$ cat src/rtl/cte_pkg.sv
// ----------------------------------------------------------------------------
// cte_pkg
// Shared types and constants for the modular exponentiation block.
// ----------------------------------------------------------------------------
package cte_pkg;

    // Width of every field on the item ports
    localparam int IN_BITS = 32;

    // Per-cycle control for one double-and-add cell
    typedef struct packed {
        logic clear;    // drop the partial result to zero
        logic step;     // advance by one multiplier bit
        logic bit_in;   // multiplier bit for this step, most significant first
    } cte_cell_ctrl_t;

endpackage

$ cat src/rtl/cte_cell.sv
// ----------------------------------------------------------------------------
// cte_cell
// One modular double-and-add cell: r <= (2r + bit*a) mod m, r < m held inside.
// ----------------------------------------------------------------------------
module cte_cell
    import cte_pkg::*;
#(
    parameter int W = 32
)
(
    input  logic           clk,
    input  logic           rst_n,
    input  cte_cell_ctrl_t ctrl,
    input  logic [W-1:0]   addend,
    input  logic [W-1:0]   modulus,
    output logic [W-1:0]   partial
);

    logic [W-1:0] r_reg;
    logic [W-1:0] r_next;
    logic [W:0]   dbl;
    logic [W-1:0] dbl_red;
    logic [W:0]   sum;
    logic [W:0]   mod_ext;

    always_comb
    begin
        mod_ext = {1'b0, modulus};
        dbl     = {r_reg, 1'b0};
        if (dbl >= mod_ext)
        begin
            dbl_red = W'(dbl - mod_ext);
        end
        else
        begin
            dbl_red = dbl[W-1:0];
        end
        sum = {1'b0, dbl_red} + {1'b0, addend};
        if (!ctrl.bit_in)
        begin
            r_next = dbl_red;
        end
        else if (sum >= mod_ext)
        begin
            r_next = W'(sum - mod_ext);
        end
        else
        begin
            r_next = sum[W-1:0];
        end
    end

    always_ff @(posedge clk or negedge rst_n)
    begin
        if (!rst_n)
        begin
            r_reg <= '0;
        end
        else if (ctrl.clear)
        begin
            r_reg <= '0;
        end
        else if (ctrl.step)
        begin
            r_reg <= r_next;
        end
    end

    assign partial = r_reg;

endmodule

$ cat src/rtl/constant_time_modular_exponentiation_top.sv
// ----------------------------------------------------------------------------
// constant_time_modular_exponentiation_top
// Right-to-left square-and-multiply with a fixed schedule per exponent bit.
// ----------------------------------------------------------------------------
// Flow: ST_REDUCE reduces the base, then ST_MULT and ST_UPDATE run for every exponent
//   bit before ST_FINISH; a bad modulus goes from the accept straight to ST_FINISH.
// Items: one item at a time; the next item is accepted only once the block is back
//   in idle, after ST_FINISH has handed over the result.
// Reset: asynchronous, active low; returns to idle with no result pending.
module constant_time_modular_exponentiation_top
    import cte_pkg::*;
#(
    parameter int MOD_BITS = 32,
    parameter int EXP_BITS = 32
)
(
    input  logic                clk,
    input  logic                rst_n,
    input  logic                in_valid,
    output logic                in_ready,
    input  logic [IN_BITS-1:0]  base_value,
    input  logic [IN_BITS-1:0]  exponent_value,
    input  logic [IN_BITS-1:0]  modulus_value,
    output logic                out_valid,
    input  logic                out_ready,
    output logic [IN_BITS-1:0]  power_result,
    output logic                bad_modulus
);

    localparam int W      = MOD_BITS;
    localparam int E      = EXP_BITS;
    localparam int MAXW   = (W > IN_BITS) ? W : IN_BITS;
    localparam int CW     = $clog2(MAXW);
    localparam int EW     = $clog2(E);

    // Sequencer codes
    localparam logic [2:0] ST_IDLE   = 3'd0;
    localparam logic [2:0] ST_REDUCE = 3'd1;
    localparam logic [2:0] ST_MULT   = 3'd2;
    localparam logic [2:0] ST_UPDATE = 3'd3;
    localparam logic [2:0] ST_FINISH = 3'd4;

    logic [2:0]         state_reg, state_next;
    logic [CW-1:0]      cnt_reg, cnt_next;
    logic [EW-1:0]      bit_cnt_reg, bit_cnt_next;
    logic               first_reg, first_next;
    logic               bad_reg, bad_next;
    logic [W-1:0]       mod_reg, mod_next;
    logic [IN_BITS-1:0] base_reg, base_next;
    logic [E-1:0]       exp_reg, exp_next;
    logic [W-1:0]       sq_reg, sq_next;
    logic [W-1:0]       acc_reg, acc_next;
    logic [W-1:0]       bsq_reg, bsq_next;
    logic [W-1:0]       bacc_reg, bacc_next;
    logic               out_valid_reg, out_valid_next;
    logic [IN_BITS-1:0] result_reg, result_next;
    logic               bad_out_reg, bad_out_next;

    cte_cell_ctrl_t     sq_ctrl, mul_ctrl;
    logic [W-1:0]       sq_addend;
    logic [W-1:0]       sq_part, mul_part;

    logic [W+IN_BITS-1:0] mod_wide;
    logic [E+IN_BITS-1:0] exp_wide;
    logic [W+IN_BITS-1:0] acc_wide;
    logic [W-1:0]         mod_in;
    logic                 accept;
    logic                 out_free;

    // Fit the 32-bit fields to the parameter widths: mask or zero-extend
    assign mod_wide = {{W{1'b0}}, modulus_value};
    assign exp_wide = {{E{1'b0}}, exponent_value};
    assign acc_wide = {{IN_BITS{1'b0}}, acc_reg};
    assign mod_in   = mod_wide[W-1:0];

    assign in_ready = (state_reg == ST_IDLE);
    assign accept   = in_valid && in_ready;
    assign out_free = !out_valid_reg || out_ready;

    // Square lane: reduces the base first (addend 1), then squares
    assign sq_addend = (state_reg == ST_REDUCE) ? W'(1) : sq_reg;

    cte_cell #(.W(W)) u_sq_cell
    (
        .clk     (clk),
        .rst_n   (rst_n),
        .ctrl    (sq_ctrl),
        .addend  (sq_addend),
        .modulus (mod_reg),
        .partial (sq_part)
    );

    // Multiply lane: acc * sq, kept only where the exponent bit is set
    cte_cell #(.W(W)) u_mul_cell
    (
        .clk     (clk),
        .rst_n   (rst_n),
        .ctrl    (mul_ctrl),
        .addend  (sq_reg),
        .modulus (mod_reg),
        .partial (mul_part)
    );

    always_comb
    begin
        state_next     = state_reg;
        cnt_next       = cnt_reg;
        bit_cnt_next   = bit_cnt_reg;
        first_next     = first_reg;
        bad_next       = bad_reg;
        mod_next       = mod_reg;
        base_next      = base_reg;
        exp_next       = exp_reg;
        sq_next        = sq_reg;
        acc_next       = acc_reg;
        bsq_next       = bsq_reg;
        bacc_next      = bacc_reg;
        out_valid_next = out_valid_reg;
        result_next    = result_reg;
        bad_out_next   = bad_out_reg;
        sq_ctrl        = '0;
        mul_ctrl       = '0;

        if (out_valid_reg && out_ready)
        begin
            out_valid_next = 1'b0;
        end

        case (state_reg)
            ST_IDLE:
            begin
                if (accept)
                begin
                    mod_next     = mod_in;
                    base_next    = base_value;
                    exp_next     = exp_wide[E-1:0];
                    bad_next     = (mod_in < W'(2));
                    cnt_next     = '0;
                    bit_cnt_next = '0;
                    first_next   = 1'b1;
                    sq_ctrl.clear  = 1'b1;
                    mul_ctrl.clear = 1'b1;
                    state_next   = (mod_in < W'(2)) ? ST_FINISH : ST_REDUCE;
                end
            end

            ST_REDUCE:
            begin
                // base mod m, one base bit per cycle from the top
                sq_ctrl.step   = 1'b1;
                sq_ctrl.bit_in = base_reg[IN_BITS-1];
                base_next      = {base_reg[IN_BITS-2:0], 1'b0};
                cnt_next       = cnt_reg + CW'(1);
                if (cnt_reg == CW'(IN_BITS-1))
                begin
                    cnt_next   = '0;
                    state_next = ST_UPDATE;
                end
            end

            ST_MULT:
            begin
                sq_ctrl.step    = 1'b1;
                sq_ctrl.bit_in  = bsq_reg[W-1];
                mul_ctrl.step   = 1'b1;
                mul_ctrl.bit_in = bacc_reg[W-1];
                bsq_next        = {bsq_reg[W-2:0], 1'b0};
                bacc_next       = {bacc_reg[W-2:0], 1'b0};
                cnt_next        = cnt_reg + CW'(1);
                if (cnt_reg == CW'(W-1))
                begin
                    cnt_next   = '0;
                    state_next = ST_UPDATE;
                end
            end

            ST_UPDATE:
            begin
                // Latch lane results, reload operands for the next exponent bit
                sq_ctrl.clear  = 1'b1;
                mul_ctrl.clear = 1'b1;
                sq_next        = sq_part;
                bsq_next       = sq_part;
                first_next     = 1'b0;
                if (first_reg)
                begin
                    acc_next   = W'(1);
                    bacc_next  = W'(1);
                    state_next = ST_MULT;
                end
                else
                begin
                    if (exp_reg[0])
                    begin
                        acc_next  = mul_part;
                        bacc_next = mul_part;
                    end
                    else
                    begin
                        bacc_next = acc_reg;
                    end
                    exp_next     = exp_reg >> 1;
                    bit_cnt_next = bit_cnt_reg + EW'(1);
                    state_next   = (bit_cnt_reg == EW'(E-1)) ? ST_FINISH : ST_MULT;
                end
            end

            ST_FINISH:
            begin
                if (out_free)
                begin
                    out_valid_next = 1'b1;
                    result_next    = bad_reg ? '0 : acc_wide[IN_BITS-1:0];
                    bad_out_next   = bad_reg;
                    state_next     = ST_IDLE;
                end
            end

            default:
            begin
                state_next = ST_IDLE;
            end
        endcase
    end

    always_ff @(posedge clk or negedge rst_n)
    begin
        if (!rst_n)
        begin
            state_reg     <= ST_IDLE;
            cnt_reg       <= '0;
            bit_cnt_reg   <= '0;
            first_reg     <= 1'b0;
            bad_reg       <= 1'b0;
            out_valid_reg <= 1'b0;
        end
        else
        begin
            state_reg     <= state_next;
            cnt_reg       <= cnt_next;
            bit_cnt_reg   <= bit_cnt_next;
            first_reg     <= first_next;
            bad_reg       <= bad_next;
            out_valid_reg <= out_valid_next;
        end
    end

    // Datapath holds, no reset needed
    always_ff @(posedge clk)
    begin
        mod_reg     <= mod_next;
        base_reg    <= base_next;
        exp_reg     <= exp_next;
        sq_reg      <= sq_next;
        acc_reg     <= acc_next;
        bsq_reg     <= bsq_next;
        bacc_reg    <= bacc_next;
        result_reg  <= result_next;
        bad_out_reg <= bad_out_next;
    end

    assign out_valid    = out_valid_reg;
    assign power_result = result_reg;
    assign bad_modulus  = bad_out_reg;

endmodule

$ cat config.mk
export PLATFORM = sky130hd
export DESIGN_NAME = constant_time_modular_exponentiation_top
export DESIGN_NICKNAME = d
export VERILOG_FILES = /design/src/rtl/cte_pkg.sv /design/src/rtl/cte_cell.sv /design/src/rtl/constant_time_modular_exponentiation_top.sv
export SDC_FILE = /design/constraint.sdc
export NUM_CORES = 1
export LEC_CHECK = 0
export BUFFER_PORTS_ARGS = -buffer_cell sky130_fd_sc_hd__buf_2
export CORE_AREA = 2 2 215 217
export CTS_BUF_LIST = sky130_fd_sc_hd__clkbuf_2 sky130_fd_sc_hd__clkbuf_4 sky130_fd_sc_hd__clkbuf_8
export CTS_CLUSTER_DIAMETER = 100
export DETAILED_ROUTE_END_ITERATION = 16
export DIE_AREA = 0 0 217 219
export GPL_TIMING_DRIVEN = 0
export PLACE_DENSITY = 0.81
export SETUP_SLACK_MARGIN = 0.02
export SLEW_MARGIN = 10
export SYNTH_ARGS = -nofsm -noshare
export SYNTH_HDL_FRONTEND = slang
export SYNTH_SLANG_ARGS = --single-unit
$ cat constraint.sdc
create_clock -name clk -period 8.1 [get_ports clk]
set_input_delay 0.81 -clock clk [delete_from_list [all_inputs] [get_ports clk]]
set_output_delay 0.81 -clock clk [all_outputs]
set_load 0.005 [all_outputs]
Word-level counts from Yosys, hierarchy flattened
Index checks and enable logic that the tools add are counted.
{"block": "word_totals", "ramBits": 0, "latchBits": 0, "word_cells": 100, "ff_bits": 337, "n_memories": 0, "rom_bits": 0}
{"block": "op_classes", "reduce_logical": 19, "n_mux": 41, "addsub": 8, "n_shift": 0, "n_eq_ne": 10, "mul": 0, "div_mod_pow": 0, "order_cmp": 5, "bitwise": 0}
{"cell": "two-way mux 32 bit", "n": 16}
{"cell": "one-hot mux 32 bit (2 select lines)", "n": 4}
{"cell": ">= comparator 33 x 32 -> 1 bit", "n": 4}
{"cell": "subtractor 32 bit", "n": 4}
{"cell": "adder 32 x 32 -> 33 bit", "n": 2}
{"cell": "less-than comparator 32 x 2 -> 1 bit (second input constant)", "n": 1}
{"cell": "one-hot mux 5 bit (2 select lines)", "n": 2}
{"cell": "two-way mux 3 bit", "n": 6}
{"cell": "two-way mux 5 bit", "n": 3}
{"cell": "one-hot mux 3 bit (4 select lines)", "n": 1}
{"cell": "nonzero test 2 bit", "n": 6}
{"cell": "adder 5 x 1 -> 5 bit (second input constant)", "n": 2}
{"cell": "equality test 5 bit (second input constant)", "n": 2}
{"cell": "AND reduction 2 bit", "n": 5}
{"cell": "equality test 3 x 2 -> 1 bit (second input constant)", "n": 2}
{"cell": "AND reduction 3 bit", "n": 2}
{"cell": "two-way mux 1 bit", "n": 5}
{"cell": "!= test 2 x 1 -> 1 bit (second input constant)", "n": 2}
{"cell": "!= test 2 bit (second input constant)", "n": 2}
{"cell": "one-hot mux 1 bit (2 select lines)", "n": 2}
{"cell": "one-hot mux 2 bit (2 select lines)", "n": 1}
{"cell": "equality test 3 x 1 -> 1 bit (second input constant)", "n": 1}
{"cell": "equality test 3 bit (second input constant)", "n": 1}
{"cell": "logical NOT 3 bit", "n": 1}
{"cell": "5 further kinds", "n": 6}

Logic depth before layout (Yosys ltp)
Gate-level depths: netlist (run 1).
{"block": "logic_depth", "depth_word": 8, "ltp_mapped": 37, "mapped_depth_nobuf": 34}

Modules after synthesis
From an unflattened synthesis (run 1), not the netlist that was laid out.
{"block": "unflattened", "cells_unflattened": 2862, "hier_area_um2": 26556.7}
{"module": "constant_time_modular_exponentiation_top", "area_each_um2": 11090.6, "instances": 1, "cells_per_inst": 768}
{"module": "cte_cell (u_mul_cell)", "area_each_um2": 7806.2, "instances": 1, "cells_per_inst": 1045}
{"module": "cte_cell (u_sq_cell)", "area_each_um2": 7659.8, "instances": 1, "cells_per_inst": 1049}

Worst setup path after synthesis (run 1)
No wires, ideal clock.
{"block": "synth_path", "path_type": "reg2reg", "start": "register mod_reg[1]", "end": "register u_mul_cell.r_reg[12], in the netlist u_mul_cell.partial[12]", "setup_ns": 0.126, "period_less_slack_ns": 7.687, "arrival_ns": 7.561, "path_stages_with_launch": 37, "slack_ns": 0.413, "required_ns": 7.974, "cell_sequence": "edfxtp_1 inv_1 ha_1 nor2b_1 o21bai_1 a21oi_1 o31ai_1 a21oi_1 a221o_1 a21oi_2 clkbuf_1 nand2_1 o21ai_0 ha_1 and2_1 a221oi_1 a21boi_1 o211ai_1 o21ai_0 a211o_1 a41oi_1 nor2b_1 xnor2_1 ha_1 a21o_1 a21o_1 a21oi_1 nor2_1 a211o_1 a21oi_1 a21oi_1 a221o_1 clkbuf_1 buf_4 mux2i_1 nor2_1 a221o_1"}
{"block": "synth_between", "elab_chain_len": 8, "word_cells_on_any_way": 10, "classes_between": "add/sub: 3; order compare: 2; mux: 5"}
{"item": "from (decl)", "line_no": "constant_time_modular_exponentiation_top.sv:48", "text": "logic [W-1:0] mod_reg, mod_next;"}
{"item": "from (signal assigned)", "line_no": "constant_time_modular_exponentiation_top.sv:251", "text": "mod_reg <= mod_next;"}
{"item": "subtractor 32 bit / >= comparator 33 x 32 -> 1 bit (equally long branches)", "line_no": "cte_cell.sv:32, cte_cell.sv:30"}
{"item": "two-way mux 32 bit", "line_no": "cte_cell.sv:30", "text": "if (dbl >= mod_ext)"}
{"item": "adder 32 x 32 -> 33 bit", "line_no": "cte_cell.sv:38", "text": "sum = {1'b0, dbl_red} + {1'b0, addend};"}
{"item": "subtractor 32 bit / >= comparator 33 x 32 -> 1 bit (equally long branches)", "line_no": "cte_cell.sv:45, cte_cell.sv:43"}
{"item": "two-way mux 32 bit", "line_no": "cte_cell.sv:43", "text": "else if (sum >= mod_ext)"}
{"item": "two-way mux 32 bit *", "line_no": "cte_cell.sv:39", "text": "if (!ctrl.bit_in)"}
{"item": "two-way mux 32 bit *", "line_no": "cte_cell.sv:63", "text": "else if (ctrl.step)"}
{"item": "two-way mux 32 bit *", "line_no": "cte_cell.sv:59", "text": "else if (ctrl.clear)"}
{"item": "to (signal assigned)", "line_no": "cte_cell.sv:65", "text": "r_reg <= r_next;"}
{"item": "to (decl)", "line_no": "cte_cell.sv:19", "text": "logic [W-1:0] r_reg;"}
Every way passes the cells marked *; elsewhere a longest branch is shown, timed or not. The select of a mux whose other input is x is not followed.
A chain may end at the register's enable or synchronous reset.

Worst setup path after layout (run 1)
{"block": "layout_path", "start": "register mod_reg[1]", "end": "register u_mul_cell.r_reg[31], in the netlist u_mul_cell.partial[31]"}
Same word-level chain as after synthesis.

==> summary.txt, run 1 <==
peak fanout along the critical path: 10
Ant. Diodes: 0
overall via count from detail_route: 21688
Max-cap violations: 0
Synth Register Bits: 337
required time at the worst-slack endpoint: 8650 ps
CP Capture Type: register
Power, Total: 0.00357 W
clock buffers created by TritonCTS: 58
Critical Setup Path Class: register to register
share of cells above drive strength 1: 17.1%
critical path's slowest cell: edfxtp_1
remaining routing DRC violations: 0
total number of clock tree sinks: 337
post-synth top area cell: edfxtp_1
starting density of the core: 54.4%
Die Y: 219 um
post-route cell area: 0.0285 sq mm
mean instance size in the synthesized netlist: 9.31 sq um
WL per Instance: 21.8 um
clock tree from TritonCTS: yes
dpl ws: -2610 ps
primary flip-flop cell chosen by synthesis mapping: edfxtp_1
placed cells: 3373
clock skew: 30.1 ps
CP dominant cell by count: a21oi_2
Rows: 78
ratio of routed vias to standard cells: 6.16
Initial DRC Count: 2054
synthesized netlist net count: 2935
clock latency of the later-clocked register in the worst-skew pair: 690 ps
IO buf count: 134
final-report hold violation count: 0
total standard cell area after synthesis: 0.0245 sq mm
Die X-Extent: 217 um
Critical Path AT: 8490 ps
sequential cell area fraction in the yosys report: 39.6%
# H-tree levels: 2
run status: finished, final reports clean
power density normalized to cell area: 125 mW/mm^2
count of flip-flops with a built-in enable after synthesis: 257
maximum cell stage delay along the critical path: 490 ps
boundary pin count: 135
count of antenna-violating nets left after detailed routing: 0
number of global-route vias before repair: 20932
count of pins over their slew limit: 0
Leak: 12.6 nW
synth-to-layout area growth: 16.4%
Clock Path Buffers: 3
final RePlAce weighted congestion: 0.998
path depth of the worst reg2reg path: 35
worst setup slack after layout: 163 ps
Post-DP Area: 0.0261 sq mm
Clock Tree Root: clkbuf_8
initial antenna violation count: 0
post-detailed-routing wire length: 76500 um
worst hold slack across all endpoints: 141 ps
fraction of post-synthesis cell area in the top cell type by area: 31.5%
transition time at the pin with the least slew margin: 1190 ps
non-filler cells in the finished layout: 3518
number of warnings issued by yosys: 0
final clock period utilization by the worst path: 98.0%
number of nets in the finished design: 3170
total of endpoints with negative setup slack in the final report: 0
Netlist cell types: 78
placeable core region: 0.0451 sq mm
remaining max-slew budget at the tightest pin: 19.9%
fmax: 0.126 GHz
proportion of register bits with asynchronous set or reset after synthesis: 23.7%
first-pass iteration count of the detailed router: 8
first-pass GRT wire length: 115000 um
worst supply voltage drop on vdd: 0.000123 V
synthesized instance count: 2633
cells taking the most area after synthesis: edfxtp_1, ha_1, dfrtp_1, nand2_1, a21oi_1
sum of net half-perimeters after detailed placement: 58600 um
type of the worst min-delay path: input port to async pin
launching element type of the critical path: register
clock-pin slew on the worst setup and hold paths: 60 ps
largest net degree at the start of global routing: 43
DIE AREA: 0.0475 sq mm
All-Layer GR Usage: 31.4%
global-route congestion overflow total: 0
post-layout min period: 7940 ps
cell families (layout without fill, tap and decap cells):
| family | after synthesis | count (layout) | share of synthesized area, % |
|---|---|---|---|
| simple gates | 897 | 897 | 16.5 |
| compound gates | 738 | 738 | 19.7 |
| flops | 337 | 337 | 39.6 |
| fa+ha+maj | 202 | 202 | 10.5 |
| buf+inv | 180 | 465 | 2.81 |
| xor+xnor | 161 | 161 | 5.75 |
| mux | 118 | 118 | 5.03 |
Yosys cell counts, types with 6 or more instances:
| cell | n |
|---|---|
| xor2_1 | 68 |
| fa_1 | 6 |
| nand4_1 | 26 |
| nor4_1 | 11 |
| a211oi_1 | 18 |
| a211o_1 | 7 |
| nand2b_1 | 29 |
| a22oi_1 | 32 |
| nand2_1 | 448 |
| and2_1 | 15 |
| o31ai_1 | 15 |
| a2111oi_0 | 8 |
| a22o_1 | 6 |
| mux2i_1 | 77 |
| or3_1 | 6 |
| clkbuf_1 | 86 |
| buf_2 | 8 |
| nor2_1 | 163 |
| nand3_1 | 37 |
| a221oi_1 | 7 |
| a21boi_0 | 6 |
| a21o_1 | 110 |
| buf_1 | 9 |
| nor3_1 | 21 |
| and4_1 | 6 |
| o21ai_0 | 160 |
| a31oi_1 | 21 |
| inv_1 | 75 |
| dfrtp_1 | 80 |
| o21a_1 | 34 |
| a221o_1 | 36 |
| nor2b_1 | 93 |
| ha_1 | 196 |
| o21ai_1 | 20 |
| or2_2 | 8 |
| mux2_2 | 41 |
| xnor2_1 | 93 |
| edfxtp_1 | 257 |
| a21oi_1 | 178 |
| o211ai_1 | 10 |
| and3_1 | 20 |
| o21bai_1 | 16 |
metrics by stage:
stage               utilization, %  TNS (ps)
floorplan                        -         0
global placement              57.5   -218090
detailed placement            57.9   -147560
CTS                           62.0         0
global route                  63.3     -2.98
finish                        63.3         0
placed cells by master (no fill, tap or decap), types with 9 or more instances in the layout:
cell | netlist | final
nand2_1 | 448 | 448
edfxtp_1 | 257 | 257
ha_1 | 196 | 178
nor2_1 | 163 | 159
a21oi_1 | 178 | 153
o21ai_0 | 160 | 136
buf_2 | 8 | 135
a21o_1 | 110 | 110
nor2b_1 | 93 | 92
xnor2_1 | 93 | 89
dfrtp_1 | 80 | 80
mux2i_1 | 77 | 75
xor2_1 | 68 | 67
clkbuf_8 | 0 | 67
clkbuf_1 | 86 | 63
inv_1 | 75 | 55
buf_4 | 1 | 49
mux2_2 | 41 | 41
nand3_1 | 37 | 36
clkbuf_4 | 0 | 36
a221o_1 | 36 | 34
o21a_1 | 34 | 33
o21ai_1 | 20 | 33
a22oi_1 | 32 | 32
nand2b_1 | 29 | 29
nand4_1 | 26 | 26
a21oi_2 | 1 | 20
and3_1 | 20 | 20
nor3_1 | 21 | 17
a31oi_1 | 21 | 17
and2_1 | 15 | 15
a211oi_1 | 18 | 15
o21bai_1 | 16 | 14
inv_2 | 1 | 13
o31ai_1 | 15 | 12
o211ai_1 | 10 | 10
ha_4 | 0 | 10
nor4_1 | 11 | 9
buf_1 | 9 | 9
final cells by class:
type | count | area [sq um]
well taps | 600 | 751
plain buffers | 92 | 467
repair buffers | 187 | 1180
clock buffers | 95 | 1110
flip-flops and latches | 337 | 9720
multi-input cells | 2116 | 14900
inverters | 76 | 312
clock inverters | 15 | 133
fillers | 3738 | 16600
power by group:
part | switching, W | internal (W) | total (W)
logic | 0.0000263 | 0.0000275 | 0.0000538
registers | 0.0000000000000000000120 | 0.00185 | 0.00185
clock network | 0.000739 | 0.000932 | 0.00167
critical path, delay by kind of cell (launching register included):
family                   cells  cell delay [ps]
adder cells (fa/ha/maj)      3              710
XOR/XNOR                     1              120
flip-flops                   1              490
AND/OR/NAND/NOR              5              930
buffers and inverters        4              690
AO/OA/AOI/OAI               22             4860
routing by layer:
layer / global-route usage, % / part of all wire (%)
met5: 0 / 0
met3: 4.84 / 7.7
met4: 14.9 / 5.1
met2: 52.2 / 47
met1: 40.3 / 41
path summary, 6_finish.rpt:
kind	from	to	slack (ps)
worst max-delay path	mod_reg[1]	u_mul_cell.partial[31]	160
worst min-delay path	rst_n	u_sq_cell.partial[8]	140
worst max register to register	mod_reg[1]	u_mul_cell.partial[31]	160
worst min register to register	exp_reg[4]	exp_reg[3]	510
max in group asynchronous	rst_n	bad_reg	7250
min in group clk	modulus_value[0]	mod_reg[0]	300
timing repair:
| action | in CTS | in global routing |
|---|---|---|
| setup buffers | 26 | 21 |
| hold buffers | 0 | 0 |
| resized for setup | 104 | 116 |
| endpoints found under the setup margin | 64 | 64 |
| endpoints found under the hold margin | 0 | 0 |
| pin swaps | 20 | 40 |
(Power assumes the default switching activity.)
==> run 2, diff against run 1 <==
Clock period 8.1 ns to 6.82 ns, I/O delays scaled along.
==> run 2 against run 1 <==
  * The run now ends with setup timing left
  * Utilization is 4.1 points higher
  * Critical path depth increased by 1
  * Register-to-register slack got worse by 1100 ps
  * Setup slack worse by 1100 ps
  * Maximum frequency up 2.8%
  * Combinational power rose by 20%
  * Sequential share of layout area decreased by 2.1 points
  * Largest power group unchanged
  * Clock skew increased by 12 ps
  * Critical endpoint is now u_mul_cell.partial[18]
  * First-iteration DRC count increased by 10%
  * Worst hold slack gained 43 ps
  * Final cell count is 3.2% higher
  * Count of clock-buffer cells in the layout down 16
==> summary.txt, run 2 (synthesis results as in run 1) <==
worst hold slack across all endpoints: 185 ps (+43.2 ps)
placeable core region: 0.0451 sq mm (unchanged)
Routed met3 length: 6000 um (+2.0%)
final-report hold violation count: 0 (unchanged)
WL per Instance: 22.4 um (+2.8%)
Die Y: 219 um (unchanged)
switch share: 21.3% (-0.085 points)
synth-to-layout area growth: 23.9%
clock tree from TritonCTS: yes
final clock period utilization by the worst path: 113% (+15 points)
Max-cap violations: 0 (unchanged)
family with the most delay on the worst path: compound AO/OA/AOI/OAI gates
remaining max-slew budget at the tightest pin: 17.0% (-2.9 points)
Post-DP Area: 0.0264 sq mm (+1.1%)
first-pass GRT wire length: 121000 um (+5.4%)
peak fanout along the critical path: 6 (-4)
final RePlAce weighted congestion: 0.987 (-1.0%)
DRT met1 WL: 32300 um (+4.1%)
worst setup slack after layout: -897 ps (-1060 ps)
share of cells above drive strength 1: 23.4% (+6.2 points)
commonest cells after routing, fill and taps aside: nand2_1, edfxtp_1, ha_1
Die X-Extent: 217 um (unchanged)
Critical Setup Path Class: register to register
Clock Path Buffers: 3 (unchanged)
overall via count from detail_route: 22610 (+4.3%)
number of fill cells in the layout: 3523 (-5.8%)
largest net degree at the start of global routing: 58 (+35%)
Clock Tree Root: clkbuf_8
ratio of routed vias to standard cells: 6.23 (+0.98%)
count of antenna-violating nets left after detailed routing: 0 (unchanged)
power density normalized to cell area: 142 mW/mm^2 (+13%)
initial antenna violation count: 0 (unchanged)
total of endpoints with negative setup slack in the final report: 64 (+64)
internal portion of total power: 0.00339 W (+21%)
maximum cell stage delay along the critical path: 480 ps (about the same)
clock share of power: 47.6% (+0.8 points)
count of pins over their slew limit: 0 (unchanged)
Critical Path AT: 8240 ps (-250 ps)
placed cells: 3373 (unchanged)
launching element type of the critical path: register
critical path's slowest cell: edfxtp_1
DIE AREA: 0.0475 sq mm (unchanged)
post-detailed-routing wire length: 81300 um (+6.2%)
Ant. Diodes: 0 (unchanged)
remaining routing DRC violations: 0 (unchanged)
CP bufs+invs: 9 (+5)
clock latency of the later-clocked register in the worst-skew pair: 680 ps (about the same)
Initial DRC Count: 2261 (+10%)
violations in the final reports: setup timing
CP Capture Type: register
first-pass iteration count of the detailed router: 6 (-2)
sum of net half-perimeters after detailed placement: 59200 um (+0.99%)
CP dominant cell by count: a221o_1
transition time at the pin with the least slew margin: 1230 ps (+43.1 ps)
power share of the sequential group: 50.9% (-0.8 points)
starting density of the core: 54.4% (unchanged)
IO buf count: 134 (unchanged)
clock skew: 41.7 ps (+11.6 ps)
unrepaired setup endpoints after global routing: yes
post-route cell area: 0.0304 sq mm (+6.5%)
clock-pin slew on the worst setup and hold paths: 60 ps (about the same)
required time at the worst-slack endpoint: 7340 ps (-1310 ps)
Rows: 78 (unchanged)
global-route congestion overflow total: 0 (unchanged)
routed length on met2: 38100 um (+6.6%)
boundary pin count: 135 (unchanged)
number of global-route vias before repair: 21911 (+4.7%)
fmax: 0.130 GHz (+2.8%)
Comb power frac: 1.5% (about the same)
worst supply voltage drop on vdd: 0.000188 V (+52%)
All-Layer GR Usage: 33.0% (+1.6 points)
post-layout min period: 7720 ps (-219 ps)
Leak: 13.4 nW (+5.7%)
run status: finished with violations
number of nets in the finished design: 3285 (+3.6%)
total number of clock tree sinks: 337 (unchanged)
top layer in use: met4
dpl ws: -2220 ps (+391 ps)
# H-tree levels: 2 (unchanged)
non-filler cells in the finished layout: 3632 (+3.2%)
type of the worst min-delay path: input port to register
most common cell after layout, fill and taps aside: nand2_1
clock buffers created by TritonCTS: 59 (+1.7%)
net switching component of the power: 0.000920 W (+20%)
[run 2: cell types whose count changed in the layout (fill, tap and decap cells not counted), sizes merged]
cell / previous run / this run
clkbuf: 167 / 144
clkinvlp: 8 / 10
dlygate4sd3: 0 / 1
bufinv: 2 / 6
buf: 207 / 327
clkinv: 9 / 24
inv: 72 / 67
[run 2: power groups by stage]
stage,registers (W),clock network [W],logic [W]
CTS,0.00220,0.00207,0.0000653
floorplan,0.00224,0,0.0000165
detailed placement,0.00224,0,0.0000642
global placement,0.00224,0,0.0000586
finish,0.00220,0.00205,0.0000648
global route,0.00219,0.00215,0.0000715
[run 2: cell type report]
cell class              instances  area, sq um  share of cell area, %
multi-input cells            2116        15500                   50.9
inverters                      76          323                   1.06
well taps                     600          751                   2.47
clock inverters                31          304                   1.00
clock buffers                  79          981                   3.23
repair buffers                305         2250                   7.40
flip-flops and latches        337         9720                   32.0
plain buffers                  88          572                   1.88
[run 2: layer usage]
metal | GRT usage, % | vias to the layer above
met4 | 17.6 | 0
met3 | 4.24 | 267
met5 | 0 | -
met1 | 41.5 | 10869
met2 | 55.6 | 1104
li1 | - | 10370
[run 2: what timing repair did]
item	4_1_cts	5_1_grt
setup endpoints to repair	64	64
buffers inserted	120	41
hold buffers	1	0
cloned	3	2
endpoints found under the hold margin	23	0
pin swaps	80	68
resized for setup	241	120
[run 2: stage by stage]
step,total power (W),utilization (%),TNS (ps)
3_5_place_dp,0.00230,58.5,-124440
4_1_cts,0.00433,65.7,-41780
6_report,0.00431,67.4,-47960
2_1_floorplan,0.00225,-,-4780
3_3_place_gp,0.00230,58.1,-268130
5_1_grt,0.00441,67.4,-60150
[run 2: worst paths after layout]
| path | cells after the start | slack, ps | from | to |
|---|---|---|---|---|
| setup / recovery | 36 | -900 | mod_reg[1] | u_mul_cell.partial[18] |
| hold / removal | 1 | 180 | modulus_value[0] | mod_reg[0] |
| setup reg to reg | 36 | -900 | mod_reg[1] | u_mul_cell.partial[18] |
| hold reg to reg | 2 | 510 | bacc_reg[2] | bacc_reg[3] |
| max in group asynchronous | 3 | 5620 | rst_n | cnt_reg[1] |
| min in group asynchronous | 2 | 480 | rst_n | u_sq_cell.partial[9] |
